$ cat src/hw/rtl/dda_pkg.sv
`timescale 1ns / 1ps
// ----------------------------------------------------------------------------
// dda_pkg
// Shared types and codes of the line rasterizer: opcodes, controller states
// and the command and status words between controller and datapath.
// ----------------------------------------------------------------------------
package dda_pkg;

  // opcode of an input word
  localparam logic OP_LOAD = 1'b0;
  localparam logic OP_STEP = 1'b1;

  // controller states
  typedef enum logic [1:0] {
    ST_IDLE,
    ST_DIV,
    ST_RUN
  } dda_state_t;

  // controller to datapath
  typedef struct packed {
    logic load;      // capture endpoints, start a division
    logic div_step;  // one quotient bit on both axes
    logic div_done;  // turn quotients into signed steps
    logic advance;   // emit a pixel and move the position
  } dda_cmd_t;

  // datapath to controller
  typedef struct packed {
    logic major_zero;  // loaded line has zero length
    logic last;        // pixel being emitted closes the line
  } dda_status_t;

endpackage

$ cat src/hw/rtl/dda_if.sv
`timescale 1ns / 1ps
// ----------------------------------------------------------------------------
// dda_if
// Valid/ready channels of the rasterizer: line command in, pixel out.
// ----------------------------------------------------------------------------
interface dda_in_if #(
  parameter int COORD_BITS = 12
);
  logic                         valid;
  logic                         ready;
  logic                         opcode;
  logic signed [COORD_BITS-1:0] x_start;
  logic signed [COORD_BITS-1:0] y_start;
  logic signed [COORD_BITS-1:0] x_end;
  logic signed [COORD_BITS-1:0] y_end;
  logic        [23:0]           line_color;

  modport source (
    output valid, opcode, x_start, y_start, x_end, y_end, line_color,
    input  ready
  );
  modport sink (
    input  valid, opcode, x_start, y_start, x_end, y_end, line_color,
    output ready
  );
endinterface

interface dda_out_if #(
  parameter int COORD_BITS = 12
);
  logic                         valid;
  logic                         ready;
  logic signed [COORD_BITS-1:0] pixel_x;
  logic signed [COORD_BITS-1:0] pixel_y;
  logic        [23:0]           pixel_color;
  logic                         last;

  modport source (
    output valid, pixel_x, pixel_y, pixel_color, last,
    input  ready
  );
  modport sink (
    input  valid, pixel_x, pixel_y, pixel_color, last,
    output ready
  );
endinterface

$ cat src/hw/rtl/dda_div_lane.sv
`timescale 1ns / 1ps
// ----------------------------------------------------------------------------
// dda_div_lane
// Restoring divider lane, one quotient bit per cycle with step high: (mag << FRAC) / major
// with mag <= major, so the quotient has FRAC_BITS+1 bits.
// ----------------------------------------------------------------------------
module dda_div_lane #(
  parameter int COORD_BITS = 12,
  parameter int FRAC_BITS  = 16
) (
  input  logic                  clk,
  input  logic                  load,
  input  logic                  step,
  input  logic [COORD_BITS-1:0] mag_in,
  input  logic [COORD_BITS-1:0] major,
  output logic [FRAC_BITS:0]    quot
);

  logic [COORD_BITS:0] rem_r, rem_nxt;
  logic [FRAC_BITS:0]  quot_r, quot_nxt;
  logic [COORD_BITS:0] major_ext;
  logic [COORD_BITS:0] diff;
  logic                ge;

  // compare, conditional subtract, shift
  always_comb begin
    major_ext = {1'b0, major};
    ge        = rem_r >= major_ext;
    diff      = ge ? (rem_r - major_ext) : rem_r;
    rem_nxt   = {diff[COORD_BITS-1:0], 1'b0};
    quot_nxt  = {quot_r[FRAC_BITS-1:0], ge};
  end

  always_ff @(posedge clk) begin
    if (load) begin
      rem_r  <= {1'b0, mag_in};
      quot_r <= '0;
    end else if (step) begin
      rem_r  <= rem_nxt;
      quot_r <= quot_nxt;
    end
  end

  assign quot = quot_r;

endmodule

$ cat src/hw/rtl/dda_datapath.sv
`timescale 1ns / 1ps
// ----------------------------------------------------------------------------
// dda_datapath
// Endpoint capture, per-axis step division, fixed-point position and
// end-distance accumulators, and the pixel output register.
// ----------------------------------------------------------------------------
module dda_datapath
  import dda_pkg::*;
#(
  parameter int COORD_BITS = 12,
  parameter int FRAC_BITS  = 16
) (
  input  logic                         clk,
  input  dda_cmd_t                     cmd,
  output dda_status_t                  status,
  input  logic signed [COORD_BITS-1:0] x_start,
  input  logic signed [COORD_BITS-1:0] y_start,
  input  logic signed [COORD_BITS-1:0] x_end,
  input  logic signed [COORD_BITS-1:0] y_end,
  input  logic        [23:0]           line_color,
  output logic signed [COORD_BITS-1:0] pixel_x,
  output logic signed [COORD_BITS-1:0] pixel_y,
  output logic        [23:0]           pixel_color,
  output logic                         last
);

  localparam int PW = COORD_BITS + FRAC_BITS;      // position width
  localparam int EW = COORD_BITS + FRAC_BITS + 1;  // distance-to-end width
  localparam int SW = FRAC_BITS + 2;               // signed step width

  // load-side arithmetic
  logic signed [COORD_BITS:0]   dx, dy, neg_dx, neg_dy;
  logic        [COORD_BITS-1:0] ax, ay, major_in;

  // line state
  logic        [COORD_BITS-1:0] major_r;
  logic                         sign_x_r, sign_y_r;
  logic signed [PW-1:0]         pos_x_r, pos_y_r;
  logic signed [EW-1:0]         err_x_r, err_y_r;
  logic signed [SW-1:0]         step_x_r, step_y_r;
  logic        [23:0]           color_r;

  // step-side arithmetic
  logic        [FRAC_BITS:0]    quot_x, quot_y;
  logic signed [SW-1:0]         qext_x, qext_y;
  logic signed [PW-1:0]         pos_x_nxt, pos_y_nxt;
  logic signed [EW-1:0]         err_x_nxt, err_y_nxt;
  logic                         last_nxt;

  // output register
  logic signed [COORD_BITS-1:0] pixel_x_r, pixel_y_r;
  logic        [23:0]           pixel_color_r;
  logic                         last_r;

  // position truncated toward zero
  function automatic logic [COORD_BITS-1:0] trunc_pix(input logic [PW-1:0] p);
    logic [COORD_BITS-1:0] ip;
    logic                  up;
    ip = p[PW-1:FRAC_BITS];
    up = p[PW-1] & (|p[FRAC_BITS-1:0]);
    return ip + {{(COORD_BITS-1){1'b0}}, up};
  endfunction

  // distance strictly below one pixel
  function automatic logic near_end(input logic [EW-1:0] e);
    logic [COORD_BITS:0] hi;
    hi = e[EW-1:FRAC_BITS];
    return (hi == '0) || ((&hi) && (|e[FRAC_BITS-1:0]));
  endfunction

  // deltas, magnitudes and major length of the incoming line
  always_comb begin
    dx       = {x_end[COORD_BITS-1], x_end} - {x_start[COORD_BITS-1], x_start};
    dy       = {y_end[COORD_BITS-1], y_end} - {y_start[COORD_BITS-1], y_start};
    neg_dx   = -dx;
    neg_dy   = -dy;
    ax       = dx[COORD_BITS] ? neg_dx[COORD_BITS-1:0] : dx[COORD_BITS-1:0];
    ay       = dy[COORD_BITS] ? neg_dy[COORD_BITS-1:0] : dy[COORD_BITS-1:0];
    major_in = (ax > ay) ? ax : ay;
  end

  dda_div_lane #(
    .COORD_BITS (COORD_BITS),
    .FRAC_BITS  (FRAC_BITS)
  ) u_div_x (
    .clk    (clk),
    .load   (cmd.load),
    .step   (cmd.div_step),
    .mag_in (ax),
    .major  (major_r),
    .quot   (quot_x)
  );

  dda_div_lane #(
    .COORD_BITS (COORD_BITS),
    .FRAC_BITS  (FRAC_BITS)
  ) u_div_y (
    .clk    (clk),
    .load   (cmd.load),
    .step   (cmd.div_step),
    .mag_in (ay),
    .major  (major_r),
    .quot   (quot_y)
  );

  // position and end distance after one step
  always_comb begin
    qext_x    = {1'b0, quot_x};
    qext_y    = {1'b0, quot_y};
    pos_x_nxt = pos_x_r + {{(PW-SW){step_x_r[SW-1]}}, step_x_r};
    pos_y_nxt = pos_y_r + {{(PW-SW){step_y_r[SW-1]}}, step_y_r};
    err_x_nxt = err_x_r + {{(EW-SW){step_x_r[SW-1]}}, step_x_r};
    err_y_nxt = err_y_r + {{(EW-SW){step_y_r[SW-1]}}, step_y_r};
    last_nxt  = near_end(err_x_nxt) && near_end(err_y_nxt);
  end

  // line state
  always_ff @(posedge clk) begin
    if (cmd.load) begin
      major_r  <= major_in;
      sign_x_r <= dx[COORD_BITS];
      sign_y_r <= dy[COORD_BITS];
      pos_x_r  <= {x_start, {FRAC_BITS{1'b0}}};
      pos_y_r  <= {y_start, {FRAC_BITS{1'b0}}};
      err_x_r  <= {neg_dx, {FRAC_BITS{1'b0}}};
      err_y_r  <= {neg_dy, {FRAC_BITS{1'b0}}};
      color_r  <= line_color;
    end else if (cmd.advance) begin
      pos_x_r <= pos_x_nxt;
      pos_y_r <= pos_y_nxt;
      err_x_r <= err_x_nxt;
      err_y_r <= err_y_nxt;
    end
    if (cmd.div_done) begin
      step_x_r <= sign_x_r ? -qext_x : qext_x;
      step_y_r <= sign_y_r ? -qext_y : qext_y;
    end
  end

  // pixel output register
  always_ff @(posedge clk) begin
    if (cmd.advance) begin
      pixel_x_r     <= trunc_pix(pos_x_r);
      pixel_y_r     <= trunc_pix(pos_y_r);
      pixel_color_r <= color_r;
      last_r        <= last_nxt;
    end
  end

  assign status.major_zero = (major_r == '0);
  assign status.last       = last_nxt;

  assign pixel_x     = pixel_x_r;
  assign pixel_y     = pixel_y_r;
  assign pixel_color = pixel_color_r;
  assign last        = last_r;

endmodule

$ cat src/hw/rtl/dda_ctrl.sv
`timescale 1ns / 1ps
// ----------------------------------------------------------------------------
// dda_ctrl
// Sequencer of the rasterizer: input handshake, division count, line
// activity and the valid flag of the pixel output register.
// ----------------------------------------------------------------------------
module dda_ctrl
  import dda_pkg::*;
#(
  parameter int FRAC_BITS = 16
) (
  input  logic        clk,
  input  logic        rst_n,
  input  logic        in_valid,
  input  logic        in_opcode,
  output logic        in_ready,
  output logic        out_valid,
  input  logic        out_ready,
  output dda_cmd_t    cmd,
  input  dda_status_t status
);

  localparam int CNT_W = $clog2(FRAC_BITS + 2);
  localparam logic [CNT_W-1:0] CNT_LAST = CNT_W'(FRAC_BITS + 1);

  dda_state_t       state_r, state_nxt;
  logic [CNT_W-1:0] cnt_r, cnt_nxt;
  logic             out_valid_r, out_valid_nxt;
  logic             accept;

  // state, counter and output flag registers
  always_ff @(posedge clk) begin
    if (!rst_n) begin
      state_r     <= ST_IDLE;
      cnt_r       <= '0;
      out_valid_r <= 1'b0;
    end else begin
      state_r     <= state_nxt;
      cnt_r       <= cnt_nxt;
      out_valid_r <= out_valid_nxt;
    end
  end

  // next state and commands
  always_comb begin
    state_nxt    = state_r;
    cnt_nxt      = cnt_r;
    cmd          = '0;
    in_ready     = (state_r != ST_DIV) && (!out_valid_r || out_ready);
    accept       = in_valid && in_ready;

    case (state_r)
      ST_IDLE, ST_RUN: begin
        if (accept && (in_opcode == OP_LOAD)) begin
          cmd.load  = 1'b1;
          state_nxt = ST_DIV;
          cnt_nxt   = '0;
        end else if (accept && (state_r == ST_RUN)) begin
          cmd.advance = 1'b1;
          if (status.last) begin
            state_nxt = ST_IDLE;
          end
        end
      end
      ST_DIV: begin
        if ((cnt_r == '0) && status.major_zero) begin
          state_nxt = ST_IDLE;
        end else if (cnt_r == CNT_LAST) begin
          cmd.div_done = 1'b1;
          state_nxt    = ST_RUN;
        end else begin
          cmd.div_step = 1'b1;
          cnt_nxt      = cnt_r + 1'b1;
        end
      end
      default: begin
        state_nxt = ST_IDLE;
      end
    endcase

    // output register holds until taken
    if (cmd.advance) begin
      out_valid_nxt = 1'b1;
    end else if (out_ready) begin
      out_valid_nxt = 1'b0;
    end else begin
      out_valid_nxt = out_valid_r;
    end
  end

  assign out_valid = out_valid_r;

  // no input word taken while dividing
  a_no_accept_in_div: assert property (@(posedge clk) disable iff (!rst_n)
    (state_r == ST_DIV) |-> !in_ready)
    else $error("input accepted during division");

  // a pixel is only produced for an active line
  a_advance_in_run: assert property (@(posedge clk) disable iff (!rst_n)
    cmd.advance |-> (state_r == ST_RUN))
    else $error("pixel emitted with no active line");

  // the closing pixel ends the line
  a_last_ends_line: assert property (@(posedge clk) disable iff (!rst_n)
    (cmd.advance && status.last) |=> (state_r == ST_IDLE))
    else $error("line still active after last pixel");

  // division count stays in range
  a_cnt_range: assert property (@(posedge clk) disable iff (!rst_n)
    (state_r == ST_DIV) |-> (cnt_r <= CNT_LAST))
    else $error("division counter out of range");

  // a pending pixel is never overwritten
  a_no_overwrite: assert property (@(posedge clk) disable iff (!rst_n)
    (out_valid_r && !out_ready) |-> !cmd.advance)
    else $error("output word overwritten before it was taken");

endmodule

$ cat src/hw/rtl/dda_line_rasterizer.sv
`timescale 1ns / 1ps
// ----------------------------------------------------------------------------
// dda_line_rasterizer
// DDA line stepper: a load word sets up a line, each step word on an active
// line emits one pixel, truncated toward zero, flagged last on the final pixel.
// ----------------------------------------------------------------------------
//  port      dir   contents
//  --------  ----  -----------------------------------------------------------
//  in_ch     in    opcode, x_start, y_start, x_end, y_end, line_color
//  out_ch    out   pixel_x, pixel_y, pixel_color, last
//
//  Pixels stream at one per clock while step words keep coming and out_ch.ready
//  stays high. A load word keeps the input closed while the bit-serial divider
//  forms FRAC_BITS + 1 quotient bits, one per cycle on both axes, and then
//  applies the final sign fix; a zero-length line closes it too but skips the
//  division.
//  Reset is synchronous, active low, and leaves no line active.
//  The pixel output register lets a step word in while the previous pixel is
//  taken; with that register full and out_ch.ready low, in_ch.ready drops.
// ----------------------------------------------------------------------------
module dda_line_rasterizer
  import dda_pkg::*;
#(
  parameter int COORD_BITS = 12,
  parameter int FRAC_BITS  = 16
) (
  input  logic      clk,
  input  logic      rst_n,
  dda_in_if.sink    in_ch,
  dda_out_if.source out_ch
);

  dda_cmd_t    cmd;
  dda_status_t status;

  dda_ctrl #(
    .FRAC_BITS (FRAC_BITS)
  ) u_ctrl (
    .clk       (clk),
    .rst_n     (rst_n),
    .in_valid  (in_ch.valid),
    .in_opcode (in_ch.opcode),
    .in_ready  (in_ch.ready),
    .out_valid (out_ch.valid),
    .out_ready (out_ch.ready),
    .cmd       (cmd),
    .status    (status)
  );

  dda_datapath #(
    .COORD_BITS (COORD_BITS),
    .FRAC_BITS  (FRAC_BITS)
  ) u_datapath (
    .clk         (clk),
    .cmd         (cmd),
    .status      (status),
    .x_start     (in_ch.x_start),
    .y_start     (in_ch.y_start),
    .x_end       (in_ch.x_end),
    .y_end       (in_ch.y_end),
    .line_color  (in_ch.line_color),
    .pixel_x     (out_ch.pixel_x),
    .pixel_y     (out_ch.pixel_y),
    .pixel_color (out_ch.pixel_color),
    .last        (out_ch.last)
  );

endmodule

$ cat src/flat_wrapper.sv
// flat-port wrapper written by rule: the top's interface ports become plain ports
module dda_line_rasterizer_flat import dda_pkg::*;
#(
  parameter int COORD_BITS = 12,
  parameter int FRAC_BITS  = 16
)
  (clk, rst_n, in_ch_valid, in_ch_opcode, in_ch_x_start, in_ch_y_start, in_ch_x_end, in_ch_y_end, in_ch_line_color, in_ch_ready, out_ch_valid, out_ch_pixel_x, out_ch_pixel_y, out_ch_pixel_color, out_ch_last, out_ch_ready);
  dda_in_if #(.COORD_BITS(COORD_BITS)) in_ch_i ();
  dda_out_if #(.COORD_BITS(COORD_BITS)) out_ch_i ();
  input  logic clk;
  input  logic rst_n;
  input wire logic [$bits(in_ch_i.valid)-1:0] in_ch_valid;
  input wire logic [$bits(in_ch_i.opcode)-1:0] in_ch_opcode;
  input wire logic [$bits(in_ch_i.x_start)-1:0] in_ch_x_start;
  input wire logic [$bits(in_ch_i.y_start)-1:0] in_ch_y_start;
  input wire logic [$bits(in_ch_i.x_end)-1:0] in_ch_x_end;
  input wire logic [$bits(in_ch_i.y_end)-1:0] in_ch_y_end;
  input wire logic [$bits(in_ch_i.line_color)-1:0] in_ch_line_color;
  output wire logic [$bits(in_ch_i.ready)-1:0] in_ch_ready;
  output wire logic [$bits(out_ch_i.valid)-1:0] out_ch_valid;
  output wire logic [$bits(out_ch_i.pixel_x)-1:0] out_ch_pixel_x;
  output wire logic [$bits(out_ch_i.pixel_y)-1:0] out_ch_pixel_y;
  output wire logic [$bits(out_ch_i.pixel_color)-1:0] out_ch_pixel_color;
  output wire logic [$bits(out_ch_i.last)-1:0] out_ch_last;
  input wire logic [$bits(out_ch_i.ready)-1:0] out_ch_ready;
  assign in_ch_i.valid = in_ch_valid;
  assign in_ch_i.opcode = in_ch_opcode;
  assign in_ch_i.x_start = in_ch_x_start;
  assign in_ch_i.y_start = in_ch_y_start;
  assign in_ch_i.x_end = in_ch_x_end;
  assign in_ch_i.y_end = in_ch_y_end;
  assign in_ch_i.line_color = in_ch_line_color;
  assign in_ch_ready = in_ch_i.ready;
  assign out_ch_valid = out_ch_i.valid;
  assign out_ch_pixel_x = out_ch_i.pixel_x;
  assign out_ch_pixel_y = out_ch_i.pixel_y;
  assign out_ch_pixel_color = out_ch_i.pixel_color;
  assign out_ch_last = out_ch_i.last;
  assign out_ch_i.ready = out_ch_ready;
  dda_line_rasterizer #(.COORD_BITS(COORD_BITS), .FRAC_BITS(FRAC_BITS)) u_core (.clk(clk), .rst_n(rst_n), .in_ch(in_ch_i), .out_ch(out_ch_i));
endmodule
$ cat config.mk
export PLATFORM = sky130hd
export DESIGN_NAME = dda_line_rasterizer_flat
export DESIGN_NICKNAME = d
export VERILOG_FILES = /design/src/hw/rtl/dda_pkg.sv /design/src/hw/rtl/dda_if.sv /design/src/hw/rtl/dda_div_lane.sv /design/src/hw/rtl/dda_datapath.sv /design/src/hw/rtl/dda_ctrl.sv /design/src/hw/rtl/dda_line_rasterizer.sv /design/src/flat_wrapper.sv
export SDC_FILE = /design/constraint.sdc
export NUM_CORES = 1
export LEC_CHECK = 0
export ABC_CLOCK_PERIOD_IN_PS = 6100
export BUFFER_PORTS_ARGS = -buffer_cell sky130_fd_sc_hd__buf_2
export CAP_MARGIN = 40
export CORE_MARGIN = 1
export CORE_UTILIZATION = 50
export CTS_BUF_LIST = sky130_fd_sc_hd__clkbuf_4 sky130_fd_sc_hd__clkbuf_8 sky130_fd_sc_hd__clkbuf_16
export CTS_CLUSTER_DIAMETER = 150
export DETAILED_ROUTE_END_ITERATION = 10
export PLACE_DENSITY = 0.73
export SLEW_MARGIN = 20
export SYNTH_ARGS = -nofsm -noshare
export SYNTH_HDL_FRONTEND = slang
export SYNTH_SLANG_ARGS = --single-unit
export TNS_END_PERCENT = 5
$ cat constraint.sdc
create_clock -name clk -period 6.1 [get_ports clk]
set_input_delay 0.61 -clock clk [delete_from_list [all_inputs] [get_ports clk]]
set_output_delay 0.61 -clock clk [all_outputs]
set_load 0.02 [all_outputs]
==> flow_summary_export.csv <==
group,metric,value,unit
run_status,status,"completed",
place,dp_slack,0.405,ns
routing,drt-total-wl,51.8,mm
floorplan,pin_count,128,
global_route,grt_pass1_vias,16200,
worst_setup_path,r2r-start,"u_core.u_datapath.step_x_r[0]",
cts,clk_pin_slew,0.06,ns
worst_hold_path,hold_start,"in_ch_line_color[14]",
worst_setup_path,cp-end-kind,"flop",
timing,tns,0,ns
cts,clk_latency,0.55,ns
logic_synthesis,synth_area_leaders,"edfxtp_1 29%, ha_1 11%, dfxtp_1 11%",
floorplan,row_count,73,
worst_setup_path,reg2reg_to,"u_core.u_ctrl.state_r[1]",
logic_synthesis,yosys_warnings,0,
global_route,grt_max_degree,69,
worst_setup_path,cp_max_fo,12,
timing,finClkSkew,0.0420,ns
worst_setup_path,cp-start-kind,"input port",
global_route,grt_pass1_wl,83.4,mm
layout,final_common_cell,"nand2_1",
cts,cts_hold_buf,0,
place,gp_congestion,0.952,
timing,min_period_over_period,86.2,%
cts,clock-sinks,305,
floorplan,core-area,39800,sq um
logic_synthesis,synth-edff-count,197,
global_route,grt_use_met2,43.2,%
logic_synthesis,synthesis.nets,2424,
timing,max_slew_margin,45.0,%
power_and_ir_drop,powerDensity,296,nW/um^2
floorplan,die_h,203,microns
routing,dr.first_iter.drc_count,1212,
place,io_buffers,127,
cts,cts_tree,"built",
cts,cts_root_buffer,"clkbuf_16",
logic_synthesis,syn_avg_cell_area,9.39,sq um
global_route,grt_antenna_before_repair,1,
worst_setup_path,crit_required,6.34,ns
routing,postRouteAntennaNets,0,
power_and_ir_drop,ir_drop,0.185,mV
logic_synthesis,synthFlopType,"edfxtp_1",
logic_synthesis,ys_ff_latch,305,
logic_synthesis,synth_area,20300,sq um
floorplan,die-width,203,microns
worst_hold_path,hold_end,"u_core.u_datapath.color_r[14]",
routing,first_pass_iters,5,
logic_synthesis,yosysTopAreaCellShare,29.2,%
timing,drv_slew,0,
worst_setup_path,path_class,"input port to flop",
layout,num-nets-final,2533,
worst_hold_path,min_path_type,"input port to flop",
routing,drc,0,
flow_run,max_cap_viol_count,0,
worst_setup_path,reg2reg_setup_slack,1.74,ns
timing,hold_violations,0,
global_route,grt.busiest_layer,"met2",
place,dp_cells,2754,
layout,fin_util,56.9,%
worst_setup_path,arrival,5.49,ns
routing,vias,16700,
timing,fin_ws,0.845,ns
layout,drive_gt1_share,10.7,%
global_route,grt_usage,25.1,%
worst_hold_path,worst_hold_path.num_cells,1,
layout,fill_cells,3502,
timing,worst_pin_slew,0.825,ns
cts,clockBufferDepth,3,
logic_synthesis,syn-instance-count,2158,
global_route,globalRouteMet3Util,3.23,%
layout,area.growth.synth_to_final,11.9,%
place,dp_hpwl,38.3,mm
timing,setup_violations,0,
floorplan,start_util,50.9,%
logic_synthesis,ys_types,81,
routing,wire_per_inst,18.4,microns
cts,cts_setup_buffers,0,
timing,rsz0062_at_grt,"no",
timing,fin_crit,5.26,ns
timing,max_freq,190,MHz
layout,mostFrequentLayoutCells,"205 x nand2_1, 197 x edfxtp_1, 181 x ha_1, 172 x a21oi_1, 142 x nor2_1",
floorplan,die_area,41300,sq um
cts,cts_max_level,2,
timing,whs,0.243,ns
layout,final_cells,2820,
routing,drt-vias-per-instance,5.94,
layout,diodes,0,
worst_setup_path,reg2reg_depth,15,
global_route,gr-usage-met1,32.5,%
logic_synthesis,yosys.area.top_type,"edfxtp_1",
power_and_ir_drop,power_leakage,9.13,nW
logic_synthesis,seq_area_frac_synth,39.9,%
logic_synthesis,synth-async-reset-ratio,0,%
global_route,gr-total-overflow,0,
cts,numCtsBuffers,36,
cts,post_cts_resized,0,
==> Yosys cell counts (18+ instances only) <==
cell type and number:
or3_1 21, clkbuf_1 66, o31ai_1 18, nor4_1 25, nand3_1 43, a21o_1 43
o22ai_1 36, a21boi_0 21, nor2_1 144, a22o_1 29, inv_1 121, nor3_1 51
a211oi_1 32, o21ai_0 113, ha_1 181, nand4_1 28, nor2b_1 33, nand2_1 206
edfxtp_1 197, xor2_1 72, dfxtp_1 108, xnor2_1 131, a21oi_1 172, o21a_1 26
==> cell families after synthesis <==
group	share of synthesized area, %
AO/OA/AOI/OAI	19.3
XOR/XNOR	8.86
adder cells (fa/ha/maj)	12.0
buffers and inverters	3.72
flip-flops	39.9
multiplexers	1.34
AND/OR/NAND/NOR	15.0
==> cell type report <==
class                      instances  area, sq um  share of cell area [%]
clock buffer                      48         1030                    4.53
clock inverter                    18          183                   0.806
inverter                         123          467                    2.06
multi-input combinational       1654        11400                    50.5
sequential                       305         8080                    35.6
tap                              525          657                    2.90
timing repair buffer             147          806                    3.56
==> how the worst max path moves through the flow <==
stage	to	slack (ns)	from	cells past startpoint
6_report	u_core.u_datapath.major_r[3]	0.84	in_ch_x_end[0]	21
5_1_grt	u_core.u_datapath.major_r[3]	0.50	in_ch_x_end[0]	25
4_1_cts	u_core.u_datapath.major_r[3]	0.93	in_ch_x_end[0]	21
3_5_place_dp	u_core.u_datapath.major_r[4]	0.40	in_ch_x_end[0]	21
3_3_place_gp	u_core.u_datapath.major_r[6]	0.20	in_ch_x_end[0]	21
2_1_floorplan	u_core.u_datapath.major_r[10]	0.99	in_ch_x_end[0]	21
==> state kept, by name (all words and copies together) (netlist names), 13 cells and up <==
register / flops
u_core.u_datapath.step_x_r: 18
u_core.u_datapath.step_y_r: 18
u_core.u_datapath.err_x_r: 29
u_core.u_datapath.pos_y_r: 28
u_core.u_datapath.u_div_x.quot: 17
u_core.u_datapath.pixel_color: 24
u_core.u_datapath.u_div_x.rem_r: 13
u_core.u_datapath.color_r: 24
u_core.u_datapath.u_div_y.quot: 17
u_core.u_datapath.err_y_r: 29
u_core.u_datapath.pos_x_r: 28
u_core.u_datapath.u_div_y.rem_r: 13
==> through the flow <==
stage,power (mW),cell area [sq um]
after detailed placement,4.51,21500
after global routing,7.01,22700
final,6.70,22700
after CTS,6.72,22700
after global placement,4.44,21400
after floorplan,3.97,20300
==> where the power goes <==
group	internal (mW)	switching (mW)
clock	1.32	0.881
sequential	2.42	0.0913
combinational	0.805	1.18
==> metal layers <==
metal / vias up / wire length (microns)
li1: 8154 / -
met1: 8002 / 22300
met2: 489 / 25100
met3: 99 / 2960
met4: 2 / 1490
met5: - / 13
==> worst max-delay path, cell delays in order <==
cell,delay [ns]
buf_2,0.07
inv_1,0.04
ha_1,0.22
fa_1,0.40
nor2b_1,0.12
o21ai_0,0.19
a21boi_1,0.24
o21ai_0,0.12
a21boi_0,0.27
nor2_1,0.15
or3_1,0.44
or3_1,0.40
o31ai_1,0.31
xor2_1,0.27
inv_1,0.08
ha_1,0.31
nand4_1,0.15
nor3_1,0.20
a2111oi_0,0.10
nor2_2,0.63
mux2i_1,0.17
No activity file was read; power rests on OpenSTA's default activity.
